==> src/hdl/lbb_pkg.sv <==
// Shared constants and types for the line box blur pass.
package lbb_pkg;

    localparam int DEF_MAX_RADIUS  = 30;
    localparam int DEF_SAMPLE_BITS = 16;

    localparam int RADIUS_W   = 5;
    localparam int COEF_W     = 16;
    localparam int CFG_DATA_W = 16;
    localparam int CFG_IDX_W  = 2;

    typedef logic [CFG_IDX_W-1:0] t_cfg_idx;

    localparam t_cfg_idx CFG_RADIUS = 2'd0;
    localparam t_cfg_idx CFG_RECIP  = 2'd1;
    localparam t_cfg_idx CFG_GAIN   = 2'd2;

    localparam logic [RADIUS_W-1:0] RADIUS_RST = 5'd1;
    localparam logic [COEF_W-1:0]   RECIP_RST  = 16'd21845;
    localparam logic [COEF_W-1:0]   GAIN_RST   = 16'd4096;

endpackage

==> src/hdl/line_box_blur_pass.sv <==
// Line box blur pass: one-dimensional running-sum box blur over a line of alpha samples.
//
// Samples of one line come in on the input channel, one transaction each, with
// i_line_end_in set on the last one. For output index i the block forms the pair
// W(i) + W(i+1) of two centered box sums of 2*radius+1 samples (samples outside
// the line are zero), scales it by recip_window and one half with round-half-up,
// then by out_gain (Q4.12) with round-half-up, and saturates to SAMPLE_BITS.
// Output i appears after sample i+radius+1 has been taken; the line-end sample
// pushes radius+1 zero samples internally, emits the remaining outputs (the last
// one carries o_line_end_out) and clears the line state. Work is done by one
// sequencer around a single shared multiplier and one sample RAM of
// 2*MAX_RADIUS+2 entries (one write and one read port, registered read), so the
// block takes one input transaction at a time. Each input transaction runs a RAM
// read, an update and a step decision; when an output falls due, two passes
// through the multiplier and an output load come between update and decision. A
// change of radius since the last sample of the current line first rebuilds the
// window sum from the RAM; a line-end sample adds radius+1 further pushes through
// the same steps. The sequencer waits in the output load while the output
// register is held by i_out_stall. Line history lives in the RAM behind a fill
// count, so no clearing pass is needed after reset or between lines.
// Configuration writes are taken at any time but are meant for idle periods:
// index 0 radius (0 acts as 1, above MAX_RADIUS acts as MAX_RADIUS),
// index 1 recip_window, index 2 out_gain; other indexes are ignored.
module line_box_blur_pass #(
    parameter int MAX_RADIUS  = lbb_pkg::DEF_MAX_RADIUS,
    parameter int SAMPLE_BITS = lbb_pkg::DEF_SAMPLE_BITS
) (
    input  logic                          i_clk,
    input  logic                          i_rst_n,
    // configuration write port
    input  logic                          i_cfg_we,
    input  logic [lbb_pkg::CFG_IDX_W-1:0] i_cfg_index,
    input  logic [lbb_pkg::CFG_DATA_W-1:0] i_cfg_data,
    // sample input channel
    input  logic                          i_in_valid,
    output logic                          o_in_stall,
    input  logic [SAMPLE_BITS-1:0]        i_alpha_in,
    input  logic                          i_line_end_in,
    // result output channel
    output logic                          o_out_valid,
    input  logic                          i_out_stall,
    output logic [SAMPLE_BITS-1:0]        o_alpha_out,
    output logic                          o_line_end_out
);

    localparam int DEPTH      = 2 * MAX_RADIUS + 2;         // delay line length
    localparam int AW         = $clog2(DEPTH);              // RAM address
    localparam int CW         = $clog2(DEPTH + 1);          // fill count
    localparam int RW         = $clog2(MAX_RADIUS + 1);     // effective radius
    localparam int FW         = $clog2(MAX_RADIUS + 2);     // flush pushes left
    localparam int SUM_W      = SAMPLE_BITS + $clog2(DEPTH);
    localparam int PAIR_W     = SUM_W + 1;
    localparam int COEF_W     = lbb_pkg::COEF_W;
    localparam int PROD_W     = PAIR_W + COEF_W;
    localparam int BLUR_SHIFT = COEF_W + 1;                 // Q0.16 recip plus the half
    localparam int BLUR_W     = PROD_W - BLUR_SHIFT;
    localparam int GAIN_FRAC  = 12;                         // Q4.12 gain
    localparam int RES_W      = PROD_W - GAIN_FRAC;

    localparam logic [PROD_W-1:0]      BLUR_RND = PROD_W'(1) << (BLUR_SHIFT - 1);
    localparam logic [PROD_W-1:0]      GAIN_RND = PROD_W'(1) << (GAIN_FRAC - 1);
    localparam logic [SAMPLE_BITS-1:0] SAT_MAX  = {SAMPLE_BITS{1'b1}};

    typedef enum logic [2:0] {
        S_IDLE,     // ready for a sample
        S_RESUM,    // rebuild window sum for a new radius
        S_READ,     // fetch the sample that leaves the window
        S_PUSH,     // write sample, update running sum
        S_MUL1,     // pair * recip
        S_MUL2,     // blur * gain
        S_OUT,      // round, saturate, load output register
        S_NEXT      // start or continue flush, finish line or go idle
    } t_state;

    // configuration registers
    logic [lbb_pkg::RADIUS_W-1:0] r_radius;
    logic [COEF_W-1:0]            r_recip;
    logic [COEF_W-1:0]            r_gain;

    // sequencer and datapath registers
    t_state                  r_state,        n_state;
    logic [AW-1:0]           r_wp,           n_wp;
    logic [CW-1:0]           r_pos,          n_pos;
    logic [SUM_W-1:0]        r_sum,          n_sum;
    logic [RW-1:0]           r_sum_rad,      n_sum_rad;
    logic [SAMPLE_BITS-1:0]  r_x,            n_x;
    logic                    r_last,         n_last;
    logic                    r_flushing,     n_flushing;
    logic [FW-1:0]           r_left,         n_left;
    logic [CW-1:0]           r_k,            n_k;
    logic                    r_rd_pend,      n_rd_pend;
    logic                    r_rd_mask,      n_rd_mask;
    logic [PAIR_W-1:0]       r_pair,         n_pair;
    logic [PROD_W-1:0]       r_prod,         n_prod;
    logic                    r_tag,          n_tag;
    logic                    r_out_valid,    n_out_valid;
    logic [SAMPLE_BITS-1:0]  r_alpha_out,    n_alpha_out;
    logic                    r_line_end_out, n_line_end_out;

    // combinational helpers
    logic [RW-1:0]          eff_r;
    logic [CW-1:0]          two_r;
    logic [CW-1:0]          rd_k;
    logic [CW:0]            addr_t;
    logic [AW-1:0]          rd_addr;
    logic [SAMPLE_BITS-1:0] ram_q;
    logic                   ram_we;
    logic [SUM_W-1:0]       leave_val;
    logic [SUM_W-1:0]       newer;
    logic [AW-1:0]          wp_inc;
    logic [CW-1:0]          pos_inc;
    logic                   out_due;
    logic [PAIR_W-1:0]      mul_a;
    logic [COEF_W-1:0]      mul_b;
    logic [PROD_W-1:0]      mul_p;
    logic [PROD_W-1:0]      blur_t;
    logic [BLUR_W-1:0]      blur;
    logic [PROD_W-1:0]      res_t;
    logic [RES_W-1:0]       res;
    logic [SAMPLE_BITS-1:0] res_sat;
    logic                   in_acc;
    logic                   out_load;

    // ---------------------------------------------------------------------
    // Configuration
    // ---------------------------------------------------------------------
    always_ff @(posedge i_clk) begin
        if (!i_rst_n) begin
            r_radius <= lbb_pkg::RADIUS_RST;
            r_recip  <= lbb_pkg::RECIP_RST;
            r_gain   <= lbb_pkg::GAIN_RST;
        end else if (i_cfg_we) begin
            case (i_cfg_index)
                lbb_pkg::CFG_RADIUS: r_radius <= i_cfg_data[lbb_pkg::RADIUS_W-1:0];
                lbb_pkg::CFG_RECIP:  r_recip  <= i_cfg_data[COEF_W-1:0];
                lbb_pkg::CFG_GAIN:   r_gain   <= i_cfg_data[COEF_W-1:0];
                default: ;
            endcase
        end
    end

    // Clamp radius into 1..MAX_RADIUS.
    always_comb begin
        if (r_radius == '0) begin
            eff_r = RW'(1);
        end else if (int'(r_radius) > MAX_RADIUS) begin
            eff_r = RW'(MAX_RADIUS);
        end else begin
            eff_r = RW'(r_radius);
        end
    end

    assign two_r = CW'({eff_r, 1'b0});

    // ---------------------------------------------------------------------
    // Sample history: circular buffer, entry k (0 = newest) sits at wp-1-k.
    // Entries at or beyond the fill count read as zero.
    // ---------------------------------------------------------------------
    assign rd_k    = (r_state == S_READ) ? two_r : r_k;
    assign addr_t  = (CW+1)'(r_wp) + (CW+1)'(DEPTH - 1) - (CW+1)'(rd_k);
    assign rd_addr = (addr_t >= (CW+1)'(DEPTH)) ? AW'(addr_t - (CW+1)'(DEPTH))
                                               : AW'(addr_t);
    assign ram_we  = (r_state == S_PUSH);

    lbb_ram #(
        .WIDTH (SAMPLE_BITS),
        .DEPTH (DEPTH)
    ) u_hist (
        .i_clk   (i_clk),
        .i_we    (ram_we),
        .i_waddr (r_wp),
        .i_wdata (r_x),
        .i_raddr (rd_addr),
        .o_rdata (ram_q)
    );

    assign leave_val = r_rd_mask ? SUM_W'(ram_q) : '0;
    // New window = old window + incoming sample - sample that drops out.
    assign newer     = r_sum + SUM_W'(r_x) - leave_val;
    assign wp_inc    = (r_wp == AW'(DEPTH - 1)) ? '0 : r_wp + AW'(1);
    assign pos_inc   = (r_pos == CW'(DEPTH)) ? r_pos : r_pos + CW'(1);
    assign out_due   = (CW+1)'(pos_inc) >= ((CW+1)'(eff_r) + (CW+1)'(2));

    // ---------------------------------------------------------------------
    // Shared multiplier: pair*recip first, then blur*gain.
    // ---------------------------------------------------------------------
    assign blur_t = (r_prod + BLUR_RND) >> BLUR_SHIFT;
    assign blur   = BLUR_W'(blur_t);
    assign mul_a  = (r_state == S_MUL2) ? PAIR_W'(blur) : r_pair;
    assign mul_b  = (r_state == S_MUL2) ? r_gain : r_recip;
    assign mul_p  = PROD_W'(mul_a) * PROD_W'(mul_b);

    assign res_t   = (r_prod + GAIN_RND) >> GAIN_FRAC;
    assign res     = RES_W'(res_t);
    assign res_sat = (res > RES_W'(SAT_MAX)) ? SAT_MAX : SAMPLE_BITS'(res);

    assign in_acc   = i_in_valid && (r_state == S_IDLE);
    assign out_load = (r_state == S_OUT) && (!r_out_valid || !i_out_stall);

    // ---------------------------------------------------------------------
    // Sequencer
    // ---------------------------------------------------------------------
    always_comb begin
        n_state        = r_state;
        n_wp           = r_wp;
        n_pos          = r_pos;
        n_sum          = r_sum;
        n_sum_rad      = r_sum_rad;
        n_x            = r_x;
        n_last         = r_last;
        n_flushing     = r_flushing;
        n_left         = r_left;
        n_k            = r_k;
        n_rd_pend      = r_rd_pend;
        n_rd_mask      = r_rd_mask;
        n_pair         = r_pair;
        n_prod         = r_prod;
        n_tag          = r_tag;
        n_out_valid    = r_out_valid;
        n_alpha_out    = r_alpha_out;
        n_line_end_out = r_line_end_out;

        if (r_out_valid && !i_out_stall) begin
            n_out_valid = 1'b0;
        end

        case (r_state)
            S_IDLE: begin
                if (in_acc) begin
                    n_x    = i_alpha_in;
                    n_last = i_line_end_in;
                    // Running sum only matches the radius it was built with;
                    // an empty line has a zero sum for any radius.
                    if ((r_pos != '0) && (eff_r != r_sum_rad)) begin
                        n_state   = S_RESUM;
                        n_k       = '0;
                        n_sum     = '0;
                        n_rd_pend = 1'b0;
                    end else begin
                        n_sum_rad = eff_r;
                        n_state   = S_READ;
                    end
                end
            end
            S_RESUM: begin
                // one read issued and one accumulated per cycle
                if (r_rd_pend) begin
                    n_sum = r_sum + leave_val;
                end
                if (r_k <= two_r) begin
                    n_k       = r_k + CW'(1);
                    n_rd_pend = 1'b1;
                    n_rd_mask = (r_k < r_pos);
                end else begin
                    n_rd_pend = 1'b0;
                    n_sum_rad = eff_r;
                    n_state   = S_READ;
                end
            end
            S_READ: begin
                n_rd_mask = (two_r < r_pos);
                n_state   = S_PUSH;
            end
            S_PUSH: begin
                n_wp  = wp_inc;
                n_pos = pos_inc;
                n_sum = newer;
                n_tag = r_flushing && (r_left == FW'(1));
                if (r_flushing) begin
                    n_left = r_left - FW'(1);
                end
                if (out_due) begin
                    n_pair  = PAIR_W'(newer) + PAIR_W'(r_sum);
                    n_state = S_MUL1;
                end else begin
                    n_state = S_NEXT;
                end
            end
            S_MUL1: begin
                n_prod  = mul_p;
                n_state = S_MUL2;
            end
            S_MUL2: begin
                n_prod  = mul_p;
                n_state = S_OUT;
            end
            S_OUT: begin
                if (out_load) begin
                    n_out_valid    = 1'b1;
                    n_alpha_out    = res_sat;
                    n_line_end_out = r_tag;
                    n_state        = S_NEXT;
                end
            end
            S_NEXT: begin
                if (r_flushing) begin
                    if (r_left != '0) begin
                        n_x     = '0;
                        n_state = S_READ;
                    end else begin
                        // line done: empty the history
                        n_flushing = 1'b0;
                        n_pos      = '0;
                        n_sum      = '0;
                        n_state    = S_IDLE;
                    end
                end else if (r_last) begin
                    // line end: push radius+1 zero samples
                    n_flushing = 1'b1;
                    n_last     = 1'b0;
                    n_left     = FW'(eff_r) + FW'(1);
                    n_x        = '0;
                    n_state    = S_READ;
                end else begin
                    n_state = S_IDLE;
                end
            end
            default: begin
                n_state = S_IDLE;
            end
        endcase
    end

    always_ff @(posedge i_clk) begin
        if (!i_rst_n) begin
            r_state     <= S_IDLE;
            r_wp        <= '0;
            r_pos       <= '0;
            r_sum       <= '0;
            r_sum_rad   <= RW'(1);
            r_last      <= 1'b0;
            r_flushing  <= 1'b0;
            r_left      <= '0;
            r_k         <= '0;
            r_rd_pend   <= 1'b0;
            r_out_valid <= 1'b0;
        end else begin
            r_state     <= n_state;
            r_wp        <= n_wp;
            r_pos       <= n_pos;
            r_sum       <= n_sum;
            r_sum_rad   <= n_sum_rad;
            r_last      <= n_last;
            r_flushing  <= n_flushing;
            r_left      <= n_left;
            r_k         <= n_k;
            r_rd_pend   <= n_rd_pend;
            r_out_valid <= n_out_valid;
        end
        r_x            <= n_x;
        r_rd_mask      <= n_rd_mask;
        r_pair         <= n_pair;
        r_prod         <= n_prod;
        r_tag          <= n_tag;
        r_alpha_out    <= n_alpha_out;
        r_line_end_out <= n_line_end_out;
    end

    assign o_in_stall     = (r_state != S_IDLE);
    assign o_out_valid    = r_out_valid;
    assign o_alpha_out    = r_alpha_out;
    assign o_line_end_out = r_line_end_out;

endmodule

==> src/hdl/lbb_ram.sv <==
// Generic single-write, single-read RAM with registered read data.
module lbb_ram #(
    parameter int WIDTH = 16,
    parameter int DEPTH = 62
) (
    input  logic                     i_clk,
    input  logic                     i_we,
    input  logic [$clog2(DEPTH)-1:0] i_waddr,
    input  logic [WIDTH-1:0]         i_wdata,
    input  logic [$clog2(DEPTH)-1:0] i_raddr,
    output logic [WIDTH-1:0]         o_rdata
);

    logic [WIDTH-1:0] r_mem [DEPTH];
    logic [WIDTH-1:0] r_rdata;

    always_ff @(posedge i_clk) begin
        if (i_we) begin
            r_mem[i_waddr] <= i_wdata;
        end
        r_rdata <= r_mem[i_raddr];
    end

    assign o_rdata = r_rdata;

endmodule

==> config.mk <==
export PLATFORM = sky130hd
export DESIGN_NAME = line_box_blur_pass
export DESIGN_NICKNAME = d
export VERILOG_FILES = /design/src/hdl/lbb_pkg.sv /design/src/hdl/line_box_blur_pass.sv /design/src/hdl/lbb_ram.sv
export SDC_FILE = /design/constraint.sdc
export NUM_CORES = 2
export LEC_CHECK = 0
export ABC_AREA = 1
export BUFFER_PORTS_ARGS = -buffer_cell sky130_fd_sc_hd__buf_4
export CORE_ASPECT_RATIO = 2
export CORE_MARGIN = 3
export CORE_UTILIZATION = 55
export CTS_BUF_LIST = sky130_fd_sc_hd__clkbuf_8
export CTS_CLUSTER_SIZE = 8
export DETAILED_ROUTE_END_ITERATION = 8
export PLACE_DENSITY = 0.71
export SETUP_SLACK_MARGIN = 0.5
export SKIP_CTS_REPAIR_TIMING = 1
export SLEW_MARGIN = 30
export SYNTH_ARGS = -nofsm -noshare
export SYNTH_HDL_FRONTEND = slang
export SYNTH_SLANG_ARGS = --single-unit
==> constraint.sdc <==
create_clock -name i_clk -period 8.4 [get_ports i_clk]
set_input_delay 0.42 -clock i_clk [delete_from_list [all_inputs] [get_ports i_clk]]
set_output_delay 0.42 -clock i_clk [all_outputs]
set_load 0.01 [all_outputs]
==> impl_metrics.prom <==
# TYPE chip_impl_metric gauge
chip_impl_metric{name="finalClockSkew",unit="ps"} 78.9
chip_impl_metric{name="grt_start_max_net_pins",unit=""} 133
chip_impl_metric{name="cts_buffers",unit=""} 174
chip_impl_metric{name="wl_per_cell",unit="um"} 25.3
chip_impl_metric{name="routedLengthMet1",unit="mm"} 62.8
chip_impl_metric{name="syn2layout_area_growth",unit="%"} 10.0
chip_impl_metric{name="grt_util_all_layers",unit=""} 0.322
chip_impl_metric{name="grt.overflow.total",unit=""} 0
chip_impl_info{name="hp-class",value="in -> reg"} 1
chip_impl_metric{name="floorplan.initialDensity",unit=""} 0.556
chip_impl_metric{name="synthesis.yosys.warnings",unit=""} 0
chip_impl_metric{name="number_of_global_route_vias_before_repair",unit=""} 48000
chip_impl_metric{name="syn-mean-instance-area",unit="um2"} 10.9
chip_impl_metric{name="yosys_register_bits",unit=""} 1188
chip_impl_metric{name="wl_met3",unit="mm"} 10.6
chip_impl_metric{name="mappedNetlistArea",unit="um2"} 65500
chip_impl_info{name="ys_top_cells_by_area",value="sky130_fd_sc_hd__edfxtp_1 49%, sky130_fd_sc_hd__fa_1 9.5%, sky130_fd_sc_hd__mux2i_1 7.0%, sky130_fd_sc_hd__nand2_1 6.6%, sky130_fd_sc_hd__nand3_1 4.6%"} 1
chip_impl_info{name="outcome",value="complete, no violations"} 1
chip_impl_metric{name="globalplace.congestion",unit=""} 1.00
chip_impl_metric{name="setup_total_negative_slack",unit="ps"} 0
chip_impl_metric{name="die_w",unit="um"} 250
chip_impl_metric{name="cts_buffer_depth",unit=""} 3
chip_impl_metric{name="finish.utilization",unit=""} 0.611
chip_impl_metric{name="postRouteAntennaNets",unit=""} 0
chip_impl_metric{name="synth_xor_area_frac",unit=""} 0.0162
chip_impl_metric{name="seq_area_frac_synth",unit=""} 0.528
chip_impl_metric{name="final-setup-viol-count",unit=""} 0
chip_impl_metric{name="number_of_drc_markers_after_the_initial_detailed_route_iteration",unit=""} 3545
chip_impl_metric{name="worst_hold_slack",unit="ps"} 50.0
chip_impl_metric{name="routed_wirelength",unit="mm"} 199
chip_impl_metric{name="dp_hpwl",unit="mm"} 137
chip_impl_metric{name="layout.nets",unit=""} 6853
chip_impl_info{name="cp_slowest_cell",value="sky130_fd_sc_hd__fa_1"} 1
chip_impl_info{name="setup.worst_path.end_class",value="flip-flop"} 1
chip_impl_metric{name="report.final.slew_viol_count",unit=""} 0
chip_impl_metric{name="route.met2.wl",unit="mm"} 104
chip_impl_metric{name="ctsHtreeMaxLevel",unit=""} 4
chip_impl_metric{name="max-slew-margin-rel",unit=""} 0.296
chip_impl_metric{name="final_layout_size_suffix_gt1_frac",unit=""} 0.0892
chip_impl_metric{name="initial_antenna_violation_count",unit=""} 2
chip_impl_metric{name="drt-pass1-iter-count",unit=""} 5
chip_impl_info{name="rsz_0062_raised_after_global_routing",value="no"} 1
chip_impl_metric{name="num_io_pins",unit=""} 59
chip_impl_info{name="synthDominantAreaCellType",value="sky130_fd_sc_hd__edfxtp_1"} 1
chip_impl_metric{name="clock_sinks",unit=""} 1188
chip_impl_metric{name="postPlaceCellArea",unit="um2"} 68400
chip_impl_metric{name="clock_edge_transition_at_the_registers_on_the_reported_setup_and_hold_paths",unit="ps"} 70
chip_impl_info{name="r2r_start",value="r_prod[17]"} 1
chip_impl_info{name="dominantRegCellSynth",value="sky130_fd_sc_hd__edfxtp_1"} 1
chip_impl_metric{name="async_set_reset_flop_share_out_of_synthesis",unit=""} 0
chip_impl_metric{name="die-area",unit="um2"} 123000
chip_impl_metric{name="hold_violations",unit=""} 0
chip_impl_metric{name="netlist_instances",unit=""} 6029
chip_impl_metric{name="period_needed",unit="ps"} 7540
chip_impl_info{name="dr.max_layer_used",value="met5"} 1
chip_impl_metric{name="synthDistinctLibCells",unit=""} 54
chip_impl_info{name="worstSetupStartpoint",value="r_prod[17]"} 1
chip_impl_metric{name="clock_latency",unit="ps"} 900
chip_impl_metric{name="dr_total_vias",unit=""} 46400
chip_impl_metric{name="crit_required",unit="ps"} 8980
chip_impl_metric{name="crit_fanout",unit=""} 7
chip_impl_metric{name="worst_margin_pin_slew",unit="ps"} 1060
chip_impl_info{name="dominant_combinational_cell_family_by_area_after_synthesis",value="simple AND/OR/NAND/NOR gates"} 1
chip_impl_metric{name="drt_drc_violations_left",unit=""} 0
chip_impl_metric{name="die_height",unit="um"} 494
chip_impl_metric{name="maxCapViolations",unit=""} 0
chip_impl_info{name="min_from",value="i_in_valid"} 1
chip_impl_info{name="startpoint_type",value="flip-flop"} 1
chip_impl_info{name="worstSetupPathType",value="reg -> reg"} 1
chip_impl_metric{name="maxClockFrequency",unit="MHz"} 133
chip_impl_metric{name="final_min_period_over_clock_period",unit=""} 0.897
chip_impl_info{name="clk_root_buffer_cell",value="sky130_fd_sc_hd__clkbuf_8"} 1
chip_impl_metric{name="worst_ep_arrival_time",unit="ps"} 8110
chip_impl_metric{name="synth_adder_area_share",unit=""} 0.139
chip_impl_metric{name="core.rowCount",unit=""} 178
chip_impl_metric{name="synth_edf_count",unit=""} 1078
chip_impl_metric{name="compound_cell_area_share_of_the_yosys_netlist",unit=""} 0.0415
chip_impl_metric{name="synth_top_cell_area_share",unit=""} 0.494
chip_impl_metric{name="synth_mux_area_frac",unit=""} 0.0702
chip_impl_metric{name="cpPeakStageDelay",unit="ps"} 590
chip_impl_metric{name="synthSimpleGateAreaFrac",unit=""} 0.150
chip_impl_metric{name="grt_pass1_wl",unit="mm"} 295
chip_impl_info{name="cts_tree",value="built"} 1
chip_impl_metric{name="core-area",unit="um2"} 118000
chip_impl_metric{name="stdcell_area",unit="um2"} 72000
chip_impl_metric{name="port_buffers",unit=""} 58
chip_impl_metric{name="detail_route.vias_per_cell",unit=""} 5.90
chip_impl_metric{name="synth.net_count",unit=""} 6611
-- layout by cell type (no fill, tap or decap), types with 110 or more instances in the layout --
cell type,count
sky130_fd_sc_hd__o21ai_0,149
sky130_fd_sc_hd__a21oi_1,196
sky130_fd_sc_hd__nor2_1,419
sky130_fd_sc_hd__fa_1,306
sky130_fd_sc_hd__buf_4,240
sky130_fd_sc_hd__ha_1,228
sky130_fd_sc_hd__inv_1,678
sky130_fd_sc_hd__nand3_1,606
sky130_fd_sc_hd__nand2_1,1143
sky130_fd_sc_hd__dfxtp_1,110
sky130_fd_sc_hd__mux2i_1,459
sky130_fd_sc_hd__clkbuf_8,177
sky130_fd_sc_hd__edfxtp_1,1078
-- path summary, 6_finish.rpt --
path	slack, ps	depth (start not counted)	to
worst max-delay path	860	32	r_prod[29]
worst min-delay path	50	6	r_rd_pend
worst max register to register	860	32	r_prod[29]
worst min register to register	430	0	o_line_end_out
-- cell families (layout without fill, tap and decap cells) --
kind of cell	count (synthesis)	after routing
adders and majority gates	542	542
AOI/OAI and AO/OA	488	488
muxes	459	459
DFF	1188	1188
xor gates and xnor gates	121	121
buffers and inverters	913	1221
other	0	4
and+or+nand+nor	2318	2318
-- worst max-delay path, delay by kind of cell (launching register included) --
| kind | cells | cell delay (ps) |
|---|---|---|
| and+or+nand+nor | 9 | 1050 |
| AOI/OAI and AO/OA | 5 | 680 |
| xor gates and xnor gates | 2 | 310 |
| adders and majority gates | 8 | 3710 |
| DFF | 1 | 380 |
| buffers and inverters | 8 | 1080 |
-- per-layer routing --
metal  global-route usage  up-vias
li1                     -    20900
met1                0.317    22800
met2                0.586     1926
met3               0.0462      775
met4                0.281        2
met5                    0        -
-- per-stage QoR --
| stage | std cells | setup slack (ps) |
|---|---|---|
| final | 7871 | 865 |
| after floorplan | 6029 | 1350 |
| after CTS | 7804 | 394 |
| after global placement | 7562 | 486 |
| after global routing | 7868 | 529 |
| after detailed placement | 7562 | 356 |
-- state kept, by name (all words and copies together), names as in the netlist, 16 cells and up --
signal,cells
u_hist.o_rdata,16
r_pair,23
r_prod,28
r_sum,22
o_alpha_out,16
r_gain,16
r_recip,16
r_x,16
u_hist.r_mem,992
-- cell usage after synthesis, types with 22 or more instances --
library cell               instances
sky130_fd_sc_hd__nand2_1        1145
sky130_fd_sc_hd__edfxtp_1       1078
sky130_fd_sc_hd__inv_1           646
sky130_fd_sc_hd__nand3_1         607
sky130_fd_sc_hd__mux2i_1         459
sky130_fd_sc_hd__nor2_1          433
sky130_fd_sc_hd__fa_1            310
sky130_fd_sc_hd__ha_1            232
sky130_fd_sc_hd__a21oi_1         197
sky130_fd_sc_hd__o21ai_0         155
sky130_fd_sc_hd__clkbuf_1        143
sky130_fd_sc_hd__dfxtp_1         110
sky130_fd_sc_hd__xor2_1           79
sky130_fd_sc_hd__buf_2            45
sky130_fd_sc_hd__xnor2_1          42
sky130_fd_sc_hd__o21ai_1          30
sky130_fd_sc_hd__nand4_1          29
sky130_fd_sc_hd__buf_4            28
sky130_fd_sc_hd__o211ai_1         27
sky130_fd_sc_hd__nor3_1           26
sky130_fd_sc_hd__or2_2            26
sky130_fd_sc_hd__a31oi_1          22
-- cell type report --
| type | count | area (um2) |
|---|---|---|
| Clock buffer | 177 | 2440 |
| Fill cell | 9639 | 45800 |
| Tap cell | 1530 | 1910 |
| Sequential cell | 1188 | 34600 |
| Clock inverter | 65 | 438 |
| Inverter | 673 | 2550 |
| Antenna cell | 4 | 10.0 |
| Multi-Input combinational cell | 3928 | 27500 |
| Timing Repair Buffer | 305 | 2570 |
| Timing Repair inverter | 1 | 5.00 |
Power is not shown: default switching activity piles up to over one toggle a cycle in this logic, so the estimate is an artifact.
